[config.mk]
export PLATFORM = sky130hd
export DESIGN_NAME = trimmed_mean_filter
export DESIGN_NICKNAME = d
export VERILOG_FILES = /design/src/hdl/tmf_pkg.sv /design/src/hdl/tmf_front.sv /design/src/hdl/tmf_queue.sv /design/src/hdl/tmf_back.sv /design/src/hdl/trimmed_mean_filter.sv
export SDC_FILE = /design/constraint.sdc
export NUM_CORES = 1
export LEC_CHECK = 0
export BUFFER_PORTS_ARGS = -buffer_cell sky130_fd_sc_hd__buf_2
export CELL_PAD_IN_SITES_DETAIL_PLACEMENT = 1
export CELL_PAD_IN_SITES_GLOBAL_PLACEMENT = 1
export CORE_MARGIN = 5
export CORE_UTILIZATION = 25
export DETAILED_ROUTE_END_ITERATION = 8
export GPL_ROUTABILITY_DRIVEN = 0
export PLACE_DENSITY = 0.56
export SYNTH_ARGS = -nofsm -noshare
export SYNTH_HDL_FRONTEND = slang
export SYNTH_SLANG_ARGS = --single-unit
[constraint.sdc]
create_clock -name clk -period 5.85 [get_ports clk]
set_input_delay 0.2925 -clock clk [delete_from_list [all_inputs] [get_ports clk]]
set_output_delay 0.2925 -clock clk [all_outputs]
set_load 0.03 [all_outputs]
[src/hdl/tmf_pkg.sv]
// ----------------------------------------------------------------------------
// tmf_pkg
// Shared types and default sizes of the trimmed mean filter.
// ----------------------------------------------------------------------------
package tmf_pkg;

	localparam int CHANNELS_DEF    = 8;
	localparam int WINDOW_DEF      = 5;
	localparam int SAMPLE_BITS_DEF = 12;

	localparam int CHAN_W  = 3;
	localparam int SMP_W   = 12;
	localparam int AVG_W   = 12;

	// decoupling queue between front and back, power of two
	localparam int QUEUE_DEPTH = 4;
	localparam int QPTR_W      = $clog2(QUEUE_DEPTH);
	localparam int QCNT_W      = $clog2(QUEUE_DEPTH + 1);

	typedef struct packed {
		logic [CHAN_W-1:0] channel;
		logic [SMP_W-1:0]  sample;
	} tmf_in_t;

	typedef struct packed {
		logic [CHAN_W-1:0] out_channel;
		logic [AVG_W-1:0]  average;
	} tmf_out_t;

endpackage

[src/hdl/tmf_front.sv]
// ----------------------------------------------------------------------------
// tmf_front
// Input register: takes sample beats, drops those of channels that do not
// exist, and pushes the rest into the decoupling queue.
// ----------------------------------------------------------------------------
module tmf_front #(
	parameter int CHANNELS = tmf_pkg::CHANNELS_DEF
) (
	input  logic             clk,
	input  logic             arst_n,
	input  logic             smp_valid,
	output logic             smp_stall,
	input  tmf_pkg::tmf_in_t smp_data,
	output logic             push,
	output tmf_pkg::tmf_in_t push_data,
	input  logic             full
);
	import tmf_pkg::*;

	logic    vld_q;
	tmf_in_t item_q;
	logic    in_range;

	assign in_range  = (32'(smp_data.channel) < CHANNELS);
	assign smp_stall = vld_q && full;
	assign push      = vld_q && !full;
	assign push_data = item_q;

	always_ff @(posedge clk or negedge arst_n) begin
		if (!arst_n) begin
			vld_q <= 1'b0;
		end else if (!smp_stall) begin
			vld_q <= smp_valid && in_range;
		end
	end

	always_ff @(posedge clk) begin
		if (!smp_stall && smp_valid && in_range) begin
			item_q <= smp_data;
		end
	end

endmodule

[src/hdl/tmf_queue.sv]
// ----------------------------------------------------------------------------
// tmf_queue
// Short register FIFO that lets the front and the back stall on their own.
// ----------------------------------------------------------------------------
module tmf_queue (
	input  logic             clk,
	input  logic             arst_n,
	input  logic             push,
	input  tmf_pkg::tmf_in_t push_data,
	input  logic             pop,
	output tmf_pkg::tmf_in_t pop_data,
	output logic             full,
	output logic             empty
);
	import tmf_pkg::*;

	tmf_in_t           mem_q [QUEUE_DEPTH];
	logic [QPTR_W-1:0] wr_ptr_q;
	logic [QPTR_W-1:0] rd_ptr_q;
	logic [QCNT_W-1:0] cnt_q;

	assign full     = (cnt_q == QCNT_W'(QUEUE_DEPTH));
	assign empty    = (cnt_q == '0);
	assign pop_data = mem_q[rd_ptr_q];

	always_ff @(posedge clk or negedge arst_n) begin
		if (!arst_n) begin
			wr_ptr_q <= '0;
			rd_ptr_q <= '0;
			cnt_q    <= '0;
		end else begin
			if (push) begin
				wr_ptr_q <= wr_ptr_q + 1'b1;
			end
			if (pop) begin
				rd_ptr_q <= rd_ptr_q + 1'b1;
			end
			case ({push, pop})
				2'b10:   cnt_q <= cnt_q + 1'b1;
				2'b01:   cnt_q <= cnt_q - 1'b1;
				default: cnt_q <= cnt_q;
			endcase
		end
	end

	always_ff @(posedge clk) begin
		if (push) begin
			mem_q[wr_ptr_q] <= push_data;
		end
	end

`ifndef SYNTHESIS
	a_no_push_full: assert property (@(posedge clk) disable iff (!arst_n)
		!(push && full && !pop))
		else $error("queue pushed while full");
	a_no_pop_empty: assert property (@(posedge clk) disable iff (!arst_n)
		!(pop && empty))
		else $error("queue popped while empty");
`endif

endmodule

[src/hdl/tmf_back.sv]
// ----------------------------------------------------------------------------
// tmf_back
// Per-channel accumulate (count, sum, min, max) and trimmed mean pipeline:
// state update at pop, trim subtract, reciprocal multiply into output reg.
// ----------------------------------------------------------------------------
module tmf_back #(
	parameter int CHANNELS    = tmf_pkg::CHANNELS_DEF,
	parameter int WINDOW      = tmf_pkg::WINDOW_DEF,
	parameter int SAMPLE_BITS = tmf_pkg::SAMPLE_BITS_DEF
) (
	input  logic              clk,
	input  logic              arst_n,
	input  logic              empty,
	input  tmf_pkg::tmf_in_t  pop_data,
	output logic              pop,
	output logic              avg_valid,
	input  logic              avg_stall,
	output tmf_pkg::tmf_out_t avg_data
);
	import tmf_pkg::*;

	localparam int SB      = SAMPLE_BITS;
	localparam int IDX_W   = (CHANNELS > 1) ? $clog2(CHANNELS) : 1;
	localparam int CNT_W   = $clog2(WINDOW + 1);
	localparam int SUM_W   = $clog2(WINDOW * ((2 ** SB) - 1) + 1);
	localparam int DIV     = WINDOW - 2;
	localparam int DIV_LOG = $clog2(DIV);
	localparam int SHIFT   = SUM_W + DIV_LOG;
	localparam int MUL_W   = SHIFT + 1;
	localparam int PROD_W  = SUM_W + MUL_W;
	localparam int QUOT_W  = PROD_W - SHIFT;
	// ceil(2^SHIFT / DIV): exact quotient for every SUM_W-bit dividend
	localparam logic [MUL_W-1:0] RECIP =
		MUL_W'(((64'd1 << SHIFT) + 64'(DIV) - 64'd1) / 64'(DIV));
	localparam logic [SB-1:0] MIN_INIT = '1;

	// per-channel state
	logic [CNT_W-1:0] cnt_q [CHANNELS];
	logic [SUM_W-1:0] sum_q [CHANNELS];
	logic [SB-1:0]    min_q [CHANNELS];
	logic [SB-1:0]    max_q [CHANNELS];

	logic [IDX_W+CHAN_W-1:0] idx_wide;
	logic [IDX_W-1:0]        idx;
	logic [SB+SMP_W-1:0]     smp_wide;
	logic [SB-1:0]           smp;
	logic [CNT_W-1:0]        cnt_nxt;
	logic [SUM_W-1:0]        sum_nxt;
	logic [SB-1:0]           min_nxt;
	logic [SB-1:0]           max_nxt;
	logic                    done;

	// pipeline
	logic              vld_s1, vld_s2, vld_s3;
	logic [CHAN_W-1:0] ch_s1, ch_s2;
	logic [SUM_W-1:0]  sum_s1;
	logic [SB-1:0]     min_s1, max_s1;
	logic [SUM_W-1:0]  trim_s2;
	tmf_out_t          out_s3;
	logic              rdy_s1, rdy_s2, rdy_s3;

	logic [PROD_W-1:0]       prod;
	logic [QUOT_W-1:0]       quot;
	logic [QUOT_W+AVG_W-1:0] quot_wide;

	assign rdy_s3 = !vld_s3 || !avg_stall;
	assign rdy_s2 = !vld_s2 || rdy_s3;
	assign rdy_s1 = !vld_s1 || rdy_s2;
	assign pop    = !empty && rdy_s1;

	assign idx_wide = (IDX_W + CHAN_W)'(pop_data.channel);
	assign idx      = idx_wide[IDX_W-1:0];
	assign smp_wide = (SB + SMP_W)'(pop_data.sample);
	assign smp      = smp_wide[SB-1:0];

	always_comb begin
		cnt_nxt = cnt_q[idx] + 1'b1;
		sum_nxt = sum_q[idx] + SUM_W'(smp);
		min_nxt = (smp < min_q[idx]) ? smp : min_q[idx];
		max_nxt = (smp > max_q[idx]) ? smp : max_q[idx];
		done    = (cnt_nxt == CNT_W'(WINDOW));
	end

	always_ff @(posedge clk or negedge arst_n) begin
		if (!arst_n) begin
			for (int i = 0; i < CHANNELS; i++) begin
				cnt_q[i] <= '0;
				sum_q[i] <= '0;
				min_q[i] <= MIN_INIT;
				max_q[i] <= '0;
			end
		end else if (pop) begin
			if (done) begin
				// window complete: start the channel over
				cnt_q[idx] <= '0;
				sum_q[idx] <= '0;
				min_q[idx] <= MIN_INIT;
				max_q[idx] <= '0;
			end else begin
				cnt_q[idx] <= cnt_nxt;
				sum_q[idx] <= sum_nxt;
				min_q[idx] <= min_nxt;
				max_q[idx] <= max_nxt;
			end
		end
	end

	always_ff @(posedge clk or negedge arst_n) begin
		if (!arst_n) begin
			vld_s1 <= 1'b0;
			vld_s2 <= 1'b0;
			vld_s3 <= 1'b0;
		end else begin
			if (rdy_s1) begin
				vld_s1 <= pop && done;
			end
			if (rdy_s2) begin
				vld_s2 <= vld_s1;
			end
			if (rdy_s3) begin
				vld_s3 <= vld_s2;
			end
		end
	end

	assign prod      = PROD_W'(trim_s2) * PROD_W'(RECIP);
	assign quot      = prod[PROD_W-1:SHIFT];
	assign quot_wide = (QUOT_W + AVG_W)'(quot);

	always_ff @(posedge clk) begin
		if (rdy_s1 && pop && done) begin
			ch_s1  <= pop_data.channel;
			sum_s1 <= sum_nxt;
			min_s1 <= min_nxt;
			max_s1 <= max_nxt;
		end
		if (rdy_s2 && vld_s1) begin
			ch_s2   <= ch_s1;
			trim_s2 <= sum_s1 - SUM_W'(min_s1) - SUM_W'(max_s1);
		end
		if (rdy_s3 && vld_s2) begin
			out_s3.out_channel <= ch_s2;
			out_s3.average     <= quot_wide[AVG_W-1:0];
		end
	end

	assign avg_valid = vld_s3;
	assign avg_data  = out_s3;

`ifndef SYNTHESIS
	a_cnt_below_window: assert property (@(posedge clk) disable iff (!arst_n)
		pop |-> (32'(cnt_q[idx]) < WINDOW))
		else $error("channel count reached the window without a result");
	a_extremes_order: assert property (@(posedge clk) disable iff (!arst_n)
		vld_s1 |-> (min_s1 <= max_s1))
		else $error("window minimum above its maximum");
	a_s2_hold: assert property (@(posedge clk) disable iff (!arst_n)
		(vld_s2 && !rdy_s3) |=> (vld_s2 && $stable(trim_s2) && $stable(ch_s2)))
		else $error("trim stage changed while held");
`endif

endmodule

[src/hdl/trimmed_mean_filter.sv]
// ----------------------------------------------------------------------------
// trimmed_mean_filter
// Per-channel trimmed mean of ADC samples: over each window of WINDOW
// samples, emit (sum - min - max) / (WINDOW - 2) and restart the channel.
// ----------------------------------------------------------------------------
//  port group  | dir | payload    | notes
//  smp_*       | in  | tmf_in_t   | channel + sample, beats of absent
//              |     |            | channels are taken and dropped
//  avg_*       | out | tmf_out_t  | one beat per completed window
//
// Sustains one sample beat per cycle while avg_stall is low; the per-channel
// state update at the queue pop reads combinationally and writes at the pop,
// so same-channel beats may follow back to back. The path from sample to
// average: input reg, queue, accumulate, trim, multiply into output reg.
// Reset clears all channel state at once, no clearing pass.
// A stalled output fills the back pipeline, then the queue, then smp_stall.
// ----------------------------------------------------------------------------
module trimmed_mean_filter #(
	parameter int CHANNELS    = tmf_pkg::CHANNELS_DEF,
	parameter int WINDOW      = tmf_pkg::WINDOW_DEF,
	parameter int SAMPLE_BITS = tmf_pkg::SAMPLE_BITS_DEF
) (
	input  logic              clk,
	input  logic              arst_n,
	input  logic              smp_valid,
	output logic              smp_stall,
	input  tmf_pkg::tmf_in_t  smp_data,
	output logic              avg_valid,
	input  logic              avg_stall,
	output tmf_pkg::tmf_out_t avg_data
);
	import tmf_pkg::*;

	logic    push, pop, full, empty;
	tmf_in_t push_data, pop_data;

	tmf_front #(
		.CHANNELS(CHANNELS)
	) u_front (
		.clk       (clk),
		.arst_n    (arst_n),
		.smp_valid (smp_valid),
		.smp_stall (smp_stall),
		.smp_data  (smp_data),
		.push      (push),
		.push_data (push_data),
		.full      (full)
	);

	tmf_queue u_queue (
		.clk       (clk),
		.arst_n    (arst_n),
		.push      (push),
		.push_data (push_data),
		.pop       (pop),
		.pop_data  (pop_data),
		.full      (full),
		.empty     (empty)
	);

	tmf_back #(
		.CHANNELS    (CHANNELS),
		.WINDOW      (WINDOW),
		.SAMPLE_BITS (SAMPLE_BITS)
	) u_back (
		.clk       (clk),
		.arst_n    (arst_n),
		.empty     (empty),
		.pop_data  (pop_data),
		.pop       (pop),
		.avg_valid (avg_valid),
		.avg_stall (avg_stall),
		.avg_data  (avg_data)
	);

endmodule
==> results of run 1 <==
-- cells by family after synthesis --
logic type / synth area share
AOI/OAI and AO/OA: 0.128
and+or+nand+nor: 0.0854
DFF: 0.513
buffers and inverters: 0.0457
adders and majority gates: 0.130
muxes: 0.0797
xor gates and xnor gates: 0.0179
-- critical path, delay by kind of cell (launching register included) --
| family | cells | cell delay [ps] |
|---|---|---|
| adder cells (fa/ha/maj) | 7 | 3020 |
| AO/OA/AOI/OAI | 5 | 970 |
| buffers and inverters | 7 | 750 |
| flip-flops | 1 | 390 |
| XOR/XNOR | 1 | 140 |
| AND/OR/NAND/NOR | 1 | 50 |
-- per-stage QoR --
stage | setup WS [ps] | area [µm²] | hold WS [ps] | cells | utilization
2_1_floorplan | 310 | 25900 | -3.09 | 2296 | -
3_3_place_gp | 54.2 | 28100 | 409 | 3677 | 0.272
3_5_place_dp | 86.6 | 28100 | 408 | 3677 | 0.272
4_1_cts | 78.0 | 30400 | 293 | 3801 | 0.295
5_1_grt | 11.8 | 30400 | 319 | 3801 | 0.295
6_report | 288 | 30400 | 357 | 3802 | 0.295
-- registers in the layout, summed over array words and instances (netlist names), 3 cells and up --
signal / cells
u_back.max_q: 96
u_front.push_data: 15
u_back.max_s1: 12
u_back.min_s1: 12
u_back.trim_s2: 15
u_back.avg_data: 15
u_back.ch_s1: 3
u_back.sum_q: 120
u_back.sum_s1: 15
u_queue.mem_q: 60
u_back.cnt_q: 24
u_back.min_q: 96
u_back.ch_s2: 3
u_queue.cnt_q: 3
-- routing by layer --
metal | wire length [µm] | vias up | share of wire
met5 | 0 | - | 0
met4 | 1920 | 0 | 0.025
met3 | 2580 | 112 | 0.034
met2 | 37400 | 315 | 0.49
met1 | 34100 | 9224 | 0.45
li1 | - | 8285 | -
-- synthesized netlist by cell type, types with 6 or more instances --
| library cell | instances | area, µm² |
|---|---|---|
| nand2_1 | 287 | 1080 |
| dfrtp_1 | 251 | 6280 |
| o21ai_0 | 196 | 981 |
| ha_1 | 155 | 1940 |
| inv_1 | 152 | 571 |
| edfxtp_1 | 150 | 4500 |
| nor2_1 | 149 | 559 |
| a31oi_1 | 101 | 632 |
| dfstp_2 | 96 | 2520 |
| clkbuf_1 | 86 | 323 |
| fa_1 | 71 | 1420 |
| mux2_2 | 64 | 721 |
| a21oi_1 | 52 | 260 |
| mux2i_1 | 49 | 490 |
| o22ai_1 | 34 | 213 |
| xnor2_1 | 32 | 280 |
| mux4_2 | 28 | 631 |
| buf_2 | 27 | 135 |
| o31ai_1 | 27 | 203 |
| a221oi_1 | 21 | 184 |
| xor2_1 | 19 | 166 |
| nand3_1 | 18 | 90.1 |
| o21ai_1 | 18 | 90.1 |
| a21o_1 | 17 | 128 |
| and2_1 | 17 | 106 |
| nor3_1 | 15 | 75.1 |
| nor2b_1 | 14 | 87.6 |
| inv_2 | 12 | 45.0 |
| mux2_4 | 12 | 180 |
| o22a_1 | 12 | 105 |
| a22oi_1 | 11 | 82.6 |
| o221ai_1 | 7 | 61.3 |
| buf_6 | 6 | 67.6 |
| nand4_1 | 6 | 37.5 |
| nor4_1 | 6 | 37.5 |
| o21a_1 | 6 | 45.0 |
-- final timing paths --
path                                                   to  cells past startpoint
setup / recovery            u_back.avg_data[10]$_DFFE_PP_                     21
hold / removal             u_front.push_data[6]$_DFFE_PP_                      2
setup reg to reg            u_back.avg_data[10]$_DFFE_PP_                     21
hold reg to reg             u_back.avg_data[14]$_DFFE_PP_                      0
max in group asynchronous    u_back.max_q[65]$_DFFE_PN0P_                      3
min in group asynchronous     u_back.cnt_q[1]$_DFFE_PN0P_                      2
-- what timing repair did --
action / CTS / global route
setup endpoints to repair: 0 / 47
resized for setup: 0 / 11
hold buffers: 18 / 0
hold endpoints to repair: 147 / 0
-- area by class of cell --
| type | count | share of cell area |
|---|---|---|
| diodes | 1 | 0.0000822 |
| clock inverters | 39 | 0.0197 |
| clock buffers | 67 | 0.0505 |
| repair buffers | 145 | 0.0359 |
| flip-flops and latches | 497 | 0.437 |
| multi-input cells | 1508 | 0.380 |
| inverters | 165 | 0.0204 |
| well taps | 1380 | 0.0567 |
==> key figures, run 1 <==
Detailed routing
  • Average routed wire per standard cell: 20.0 µm
  • Initial DRC Count: 1,078
  • # DRC: 0
  • Total number of vias: 17,900
  • Vias/cell: 4.72
  • DRT Wirelength: 76,000 µm
  • First-pass DRT Iterations: 5
  • Post-route ant nets: 0

Die
  • Die Height: 332 µm
  • Initial Util: 0.251
  • Core Area: 103,000 µm²
  • Die width: 332 µm
  • # rows: 118
  • Ports: 36
  • Die area: 110,000 µm²

Synthesis
  • Syn. warnings: 0
  • Post-synthesis cell count: 2,296
  • Avg Inst Size Synth: 11.3 µm²
  • Top FF cell, synth: dfrtp_1
  • Seq/Total Area, Yosys: 0.513
  • Cell Area, Synth: 25,900 µm²
  • Synth cell types: 72
  • Async S/R FF share, synth: 0.698
  • EDFF count, synth: 150
  • Synthesized Nets: 2,541
  • Synth Register Bits: 497

Setup path
  • R2R Setup Slk: 290 ps
  • Arrival @ worst endpoint: 5920 ps
  • Crit end category: register
  • Critical path type: register to register
  • Most used cell, CP: fa_1
  • Worst setup path startpoint: u_back.trim_s2[0]$_DFFE_PP_
  • CP Max Fanout: 4
  • Critical-path cell list: ha_1 -> inv_1 -> fa_1 -> fa_1 -> inv_1 -> fa_1 -> inv_1 -> fa_1 -> inv_1 -> fa_1 -> ha_1 -> a21oi_1 -> o21ai_2 -> a2111oi_2 -> buf_4 -> nor4_4 -> buf_4 -> o2111ai_2 -> o211ai_1 -> buf_4 -> xor2_1
  • Reg2reg start: u_back.trim_s2[0]$_DFFE_PP_
  • Max incr delay on CP: 530 ps
  • Worst Path Required: 6200 ps
  • Startpoint Class: register
  • CP max stage cell: fa_1

Timing
  • Worst Tran Pin Value: 1180 ps
  • Fin crit period: 5560 ps
  • Final setup TNS: 0 ps
  • Final period utilization: 0.951
  • Rel. slew slack: 0.210
  • Clock Skew: 55.2 ps
  • Fmax: 180 MHz
  • Hold Vio Cnt, Final: 0
  • Final number of max-transition violations: 0
  • Final setup viols: 0
  • RSZ-0062 raised after global routing: false

Finish
  • Multi-input logic area: 11,600 µm²
  • P&R area growth vs syn: 17.4%
  • Commonest non-fill, non-tap cell in the layout: nand2_1
  • Most frequent cells in the layout: 286 x nand2_1, 251 x dfrtp_1, 194 x o21ai_0
  • Filler cells: 11,300
  • Register area: 13,300 µm²
  • Layout cells sized above 1: 0.197
  • Layout Nets: 2,618

Global routing
  • Pin count of the biggest net entering global routing: 132
  • Overall Global Routing Usage: 0.136
  • Grt peak-use layer: met2
  • Global-route wire length before repair: 119,000 µm
  • Final global-route overflow total: 0
  • Initial antenna violation count: 1
  • Met1 usage: 0.178
  • Met3 usage: 0.0195
  • GR Util met2: 0.237
  • Vias in the first global route: 19,600

Clocking
  • Reg clk slew, reported paths: 60 ps
  • Post-CTS setup buffers: 0
  • # clock sinks: 497
  • TritonCTS Buffers: 56
  • H-tree Lvls: 2
  • Clock latency on the worst-skew pair: 650 ps
  • Clock root cell: clkbuf_16
  • CTS tree: built
  • Longest Clk Path Bufs: 3

Min path
  • Hold Path Origin: smp_data[6]
  • Worst min path class: input port to register

Place
  • IO Port Bufs: 35
  • Final HPWL DP: 53,200 µm

Run
  • Max-capacitance violation count: 0

Status
  • Status: complete, no violations
Power of run 1 is left out: the tool's default activity adds up to more than one toggle a clock period on the data nets, which glitch-free logic cannot reach.
==> run 2, diff against run 1 <==
CORE_ASPECT_RATIO = 1.1   (was default)
==> key figures, run 2 (synthesis results as in run 1) <==
Timing
  • Final number of max-transition violations: 0 (unchanged)
  • Worst Tran Pin Value: 1210 ps (was 1180 ps)
  • Final period utilization: 0.957 (was 0.951)
  • Fin crit period: 5600 ps (was 5560 ps)
  • Final setup TNS: 0 ps (unchanged)
  • Final setup viols: 0 (unchanged)
  • Final hold slack: 353 ps (was 357 ps)
  • Fmax: 179 MHz (was 180 MHz)
  • Hold Vio Cnt, Final: 0 (unchanged)
  • Clock Skew: 50.8 ps (was 55.2 ps)
  • Rel. slew slack: 0.193 (was 0.210)

Clocking
  • Clock latency on the worst-skew pair: 650 ps (about the same)
  • Longest Clk Path Bufs: 3 (unchanged)
  • CTS tree: built (unchanged)
  • H-tree Lvls: 2 (unchanged)
  • Clock root cell: clkbuf_16 (unchanged)
  • TritonCTS Buffers: 58 (was 56)
  • Reg clk slew, reported paths: 60 ps (about the same)
  • # clock sinks: 497 (unchanged)

Detailed routing
  • Average routed wire per standard cell: 20.1 µm (was 20.0 µm)
  • Total number of vias: 17,900 (about the same)
  • Post-route ant nets: 0 (unchanged)
  • Initial DRC Count: 1,043 (was 1,078)
  • DRT Wirelength: 76,200 µm (was 76,000 µm)
  • First-pass DRT Iterations: 5 (unchanged)
  • # DRC: 0 (unchanged)
  • Vias/cell: 4.72 (about the same)

Run
  • Max-capacitance violation count: 0 (unchanged)

Place
  • Placed cells: 3,653 (was 3,677)
  • Final HPWL DP: 52,500 µm (was 53,200 µm)
  • IO Port Bufs: 35 (unchanged)

Finish
  • Layout cells sized above 1: 0.188 (was 0.197)
  • Biggest register: u_back.sum_q (unchanged)
  • N_diodes: 0 (was 1)
  • Layout Nets: 2,602 (was 2,618)
  • Filler cells: 11,400 (was 11,300)
  • Largest registers: u_back.sum_q (120), u_back.max_q (96), u_back.min_q (96) (unchanged)
  • P&R area growth vs syn: 16.4% (was 17.4%)
  • Largest register FFs: 120 (unchanged)
  • Post-Layout Cell Count: 3,781 (was 3,802)
  • Most frequent cells in the layout: 286 x nand2_1, 251 x dfrtp_1, 195 x o21ai_0 (was 286 x nand2_1, 251 x dfrtp_1, 194 x o21ai_0)
  • Fin util: 0.294 (was 0.295)
  • Commonest non-fill, non-tap cell in the layout: nand2_1 (unchanged)

Status
  • Status: complete, no violations (unchanged)

Die
  • Die area: 110,000 µm² (about the same)
  • Initial Util: 0.253 (was 0.251)
  • Ports: 36 (unchanged)
  • Die Height: 348 µm (was 332 µm)
  • Die width: 317 µm (was 332 µm)
  • # rows: 123 (was 118)
  • Core Area: 103,000 µm² (about the same)

Setup path
  • Worst setup path startpoint: u_back.trim_s2[0]$_DFFE_PP_ (unchanged)
  • Startpoint Class: register (unchanged)
  • Arrival @ worst endpoint: 5940 ps (was 5920 ps)
  • CP Max Fanout: 4 (unchanged)
  • Reg2reg start: u_back.trim_s2[0]$_DFFE_PP_ (unchanged)
  • Crit end category: register (unchanged)
  • Critical path type: register to register (unchanged)
  • Worst Path Required: 6190 ps (was 6200 ps)

Min path
  • Hold Path Origin: smp_data[12] (was smp_data[6])
  • Worst min path class: input port to register (unchanged)

Global routing
  • Vias in the first global route: 19,900 (was 19,600)
  • Pin count of the biggest net entering global routing: 125 (was 132)
  • Overall Global Routing Usage: 0.137 (was 0.136)
  • Final global-route overflow total: 0 (unchanged)
  • Initial antenna violation count: 0 (was 1)
  • Global-route wire length before repair: 119,000 µm (about the same)
## run 2: metal layers
metal,up-vias,global-route usage,wire length (µm)
li1,8247,-,-
met1,9187,0.177,33500
met2,306,0.240,37600
met3,117,0.0184,2680
met4,0,0.0427,2430
met5,-,0,0
## run 2: critical path, cell delays in order, from the launching register on
cell and delay, ps:
edfxtp_1 400, ha_1 320, inv_1 70, fa_1 440, fa_1 520, inv_1 50
fa_1 540, inv_1 60, fa_1 490, inv_1 50, fa_1 450, ha_1 280
nand2_1 80, o21ai_2 180, a2111oi_2 70, buf_4 170, nor4_2 240, buf_4 180
o2111ai_2 160, o211ai_1 300, a21oi_1 130, xnor2_1 140
## run 2: worst paths after layout
check / cells after the start / slack [ps] / end
worst max-delay path: 21 / 250 / u_back.avg_data[11]$_DFFE_PP_
worst min-delay path: 2 / 350 / u_front.push_data[12]$_DFFE_PP_
worst max register to register: 21 / 250 / u_back.avg_data[11]$_DFFE_PP_
worst min register to register: 0 / 420 / u_back.ch_s2[1]$_DFFE_PP_
max in group asynchronous: 3 / 4160 / u_back.max_q[93]$_DFFE_PN0P_
min in group asynchronous: 2 / 410 / u_back.max_q[3]$_DFFE_PN0P_
## run 2: what timing repair did
item,in CTS,in global routing
resized for setup,0,9
hold buffers,18,0
buffers inserted,0,1
setup endpoints to repair,0,6
endpoints found under the hold margin,45,0
## run 2: stage by stage
step	setup slack (ps)	cell area, µm²
floorplan	310	25900
global placement	67.4	28000
detailed placement	51.3	28000
CTS	20.2	30100
global route	-5.41	30200
finish	250	30200
## run 2: cell type report
cell class | instances | area, µm² | share of cell area
clock buffer | 73 | 1580 | 0.0523
clock inverter | 36 | 427 | 0.0141
inverter | 165 | 622 | 0.0206
multi-input combinational | 1508 | 11500 | 0.382
sequential | 497 | 13300 | 0.441
tap | 1375 | 1720 | 0.0570
timing repair buffer | 127 | 983 | 0.0326
Power of run 2 is left out for the same reason.
==> run 3, diff against run 2 <==
CORE_UTILIZATION = 37   (was 25)
PLACE_DENSITY = 0.73   (was 0.56)
==> key figures, run 3 (synthesis results as in run 1) <==
Clocking
  • CTS tree: built (unchanged)
  • H-tree Lvls: 2 (unchanged)
  • Clock root cell: clkbuf_16 (unchanged)
  • Clock latency on the worst-skew pair: 620 ps (was 650 ps)
  • Reg clk slew, reported paths: 60 ps (about the same)
  • # clock sinks: 497 (unchanged)
  • Longest Clk Path Bufs: 3 (unchanged)
  • TritonCTS Buffers: 53 (was 58)

Setup path
  • R2R Setup Slk: 200 ps (was 250 ps)
  • CP max stage cell: fa_1 (unchanged)
  • CP delay by family, top: adder cells (unchanged)
  • Max incr delay on CP: 560 ps (was 540 ps)
  • R2r endpoint: u_back.avg_data[7]$_DFFE_PP_ (was u_back.avg_data[11]$_DFFE_PP_)
  • Worst setup path startpoint: u_back.trim_s2[0]$_DFFE_PP_ (unchanged)
  • Worst Path Required: 6200 ps (was 6190 ps)
  • Startpoint Class: register (unchanged)
  • Most used cell, CP: fa_1 (unchanged)
  • CP Max Fanout: 4 (unchanged)
  • Worst path bufs/invs: 6 (unchanged)
  • Worst r2r path cells: 21 (unchanged)
  • Critical Path Sink: u_back.avg_data[7]$_DFFE_PP_ (was u_back.avg_data[11]$_DFFE_PP_)
  • Arrival @ worst endpoint: 5990 ps (was 5940 ps)
  • Crit end category: register (unchanged)
  • Reg2reg start: u_back.trim_s2[0]$_DFFE_PP_ (unchanged)
  • Critical path depth: 21 (unchanged)
  • Critical-path cell list: ha_4 -> inv_1 -> fa_1 -> fa_1 -> inv_1 -> fa_1 -> inv_1 -> fa_1 -> inv_1 -> fa_1 -> ha_1 -> a21oi_1 -> o21ai_2 -> a2111oi_2 -> buf_4 -> nor4_4 -> buf_4 -> o21ai_0 -> o21a_1 -> o21bai_1 -> xor2_1 (was ha_1 -> inv_1 -> fa_1 -> fa_1 -> inv_1 -> fa_1 -> inv_1 -> fa_1 -> inv_1 -> fa_1 -> ha_1 -> nand2_1 -> o21ai_2 -> a2111oi_2 -> buf_4 -> nor4_2 -> buf_4 -> o2111ai_2 -> o211ai_1 -> a21oi_1 -> xnor2_1)
  • Critical path type: register to register (unchanged)

Timing
  • Hold Vio Cnt, Final: 0 (unchanged)
  • Fmax: 177 MHz (was 179 MHz)
  • Final setup TNS: 0 ps (unchanged)
  • Rel. slew slack: 0.177 (was 0.193)
  • Final setup viols: 0 (unchanged)
  • Clock Skew: 27.7 ps (was 50.8 ps)
  • Final number of max-transition violations: 0 (unchanged)
  • Final period utilization: 0.965 (was 0.957)
  • Worst Tran Pin Value: 1230 ps (was 1210 ps)
  • Final hold slack: 199 ps (was 353 ps)
  • RSZ-0062 raised after global routing: false
  • Fin crit period: 5650 ps (was 5600 ps)

Run
  • Max-capacitance violation count: 0 (unchanged)

Detailed routing
  • Initial DRC Count: 1,238 (was 1,043)
  • Average routed wire per standard cell: 22.4 µm (was 20.1 µm)
  • # DRC: 0 (unchanged)
  • Vias/cell: 5.49 (was 4.72)
  • Post-route ant nets: 0 (unchanged)
  • First-pass DRT Iterations: 5 (unchanged)
  • DRT Wirelength: 74,600 µm (was 76,200 µm)
  • Total number of vias: 18,300 (was 17,900)

Finish
  • Commonest non-fill, non-tap cell in the layout: nand2_1 (unchanged)
  • P&R area growth vs syn: 13.6% (was 16.4%)
  • Post-route cell area: 29,500 µm² (was 30,200 µm²)
  • Largest registers: u_back.sum_q (120), u_back.max_q (96), u_back.min_q (96) (unchanged)
  • Largest register FFs: 120 (unchanged)
  • Register area: 13,300 µm² (unchanged)
  • Layout cells sized above 1: 0.188 (about the same)
  • Filler cells: 7,538 (was 11,400)
  • Biggest register: u_back.sum_q (unchanged)
  • Multi-input logic area: 11,600 µm² (was 11,500 µm²)
  • Layout Nets: 2,604 (was 2,602)
  • N_diodes: 0 (unchanged)
  • Most frequent cells in the layout: 286 x nand2_1, 251 x dfrtp_1, 194 x o21ai_0 (was 286 x nand2_1, 251 x dfrtp_1, 195 x o21ai_0)

Die
  • Die width: 262 µm (was 317 µm)
  • Core Area: 69,300 µm² (was 103,000 µm²)
  • # rows: 101 (was 123)
  • Die Height: 288 µm (was 348 µm)
  • Ports: 36 (unchanged)
  • Initial Util: 0.374 (was 0.253)
  • Die area: 75,500 µm² (was 110,000 µm²)

Global routing
  • Overall Global Routing Usage: 0.196 (was 0.137)
  • Final global-route overflow total: 0 (unchanged)
  • Vias in the first global route: 20,400 (was 19,900)
  • Pin count of the biggest net entering global routing: 145 (was 125)
  • Initial antenna violation count: 0 (unchanged)
  • Global-route wire length before repair: 119,000 µm (about the same)

Place
  • Final HPWL DP: 52,100 µm (was 52,500 µm)
  • IO Port Bufs: 35 (unchanged)
  • DP Area: 27,400 µm² (was 28,000 µm²)

Status
  • Status: complete, no violations (unchanged)

Min path
  • Worst min path class: input port to async pin (was input port to register)
-- run 3: cell type report --
cell class,instances,area share
clock inverter,25,0.00820
timing repair buffer,134,0.0339
sequential,497,0.452
clock buffer,75,0.0529
multi-input combinational,1508,0.393
inverter,165,0.0211
tap,927,0.0394
-- run 3: how the worst min path moves through the flow --
stage,startpoint,endpoint,slack [ps],depth (start not counted)
after floorplan,arst_n,u_back.avg_valid$_DFFE_PN0P_,-3,0
after global placement,arst_n,u_front.vld_q$_DFFE_PN0N_,250,1
after global routing,arst_n,u_queue.cnt_q[2]$_DFFE_PN0P_,230,2
after CTS,arst_n,u_queue.wr_ptr_q[1]$_DFFE_PN0P_,190,2
after detailed placement,arst_n,u_front.vld_q$_DFFE_PN0N_,250,1
final,arst_n,u_queue.wr_ptr_q[1]$_DFFE_PN0P_,200,2
-- run 3: timing repair --
action / CTS / global route
hold buffers: 18 / 0
endpoints found under the setup margin: 0 / 6
buffers inserted: 0 / 2
gates resized for setup: 0 / 10
hold endpoints to repair: 60 / 0
-- run 3: worst register-to-register path, stage by stage, from the launching register on --
cell and delay (ps):
edfxtp_1 440, ha_4 310, inv_1 60, fa_1 450
fa_1 560, inv_1 70, fa_1 540, inv_1 60
fa_1 490, inv_1 50, fa_1 390, ha_1 320
a21oi_1 170, o21ai_2 90, a2111oi_2 280, buf_4 190
nor4_4 50, buf_4 160, o21ai_0 210, o21a_1 240
o21bai_1 100, xor2_1 160
-- run 3: per-stage QoR --
step           cells  setup slack [ps]  utilization
2_1_floorplan   2296               310            -
3_3_place_gp    3211               202        0.396
3_5_place_dp    3211              37.4        0.396
4_1_cts         3329              35.7        0.424
5_1_grt         3331              7.48        0.425
6_report        3331               203        0.425
-- run 3: metal layers --
metal	wire length, µm	global-route usage
met1	30800	0.244
met2	38300	0.357
met3	3370	0.0285
met4	2200	0.0579
met5	0	0
Power of run 3 is left out for the same reason.
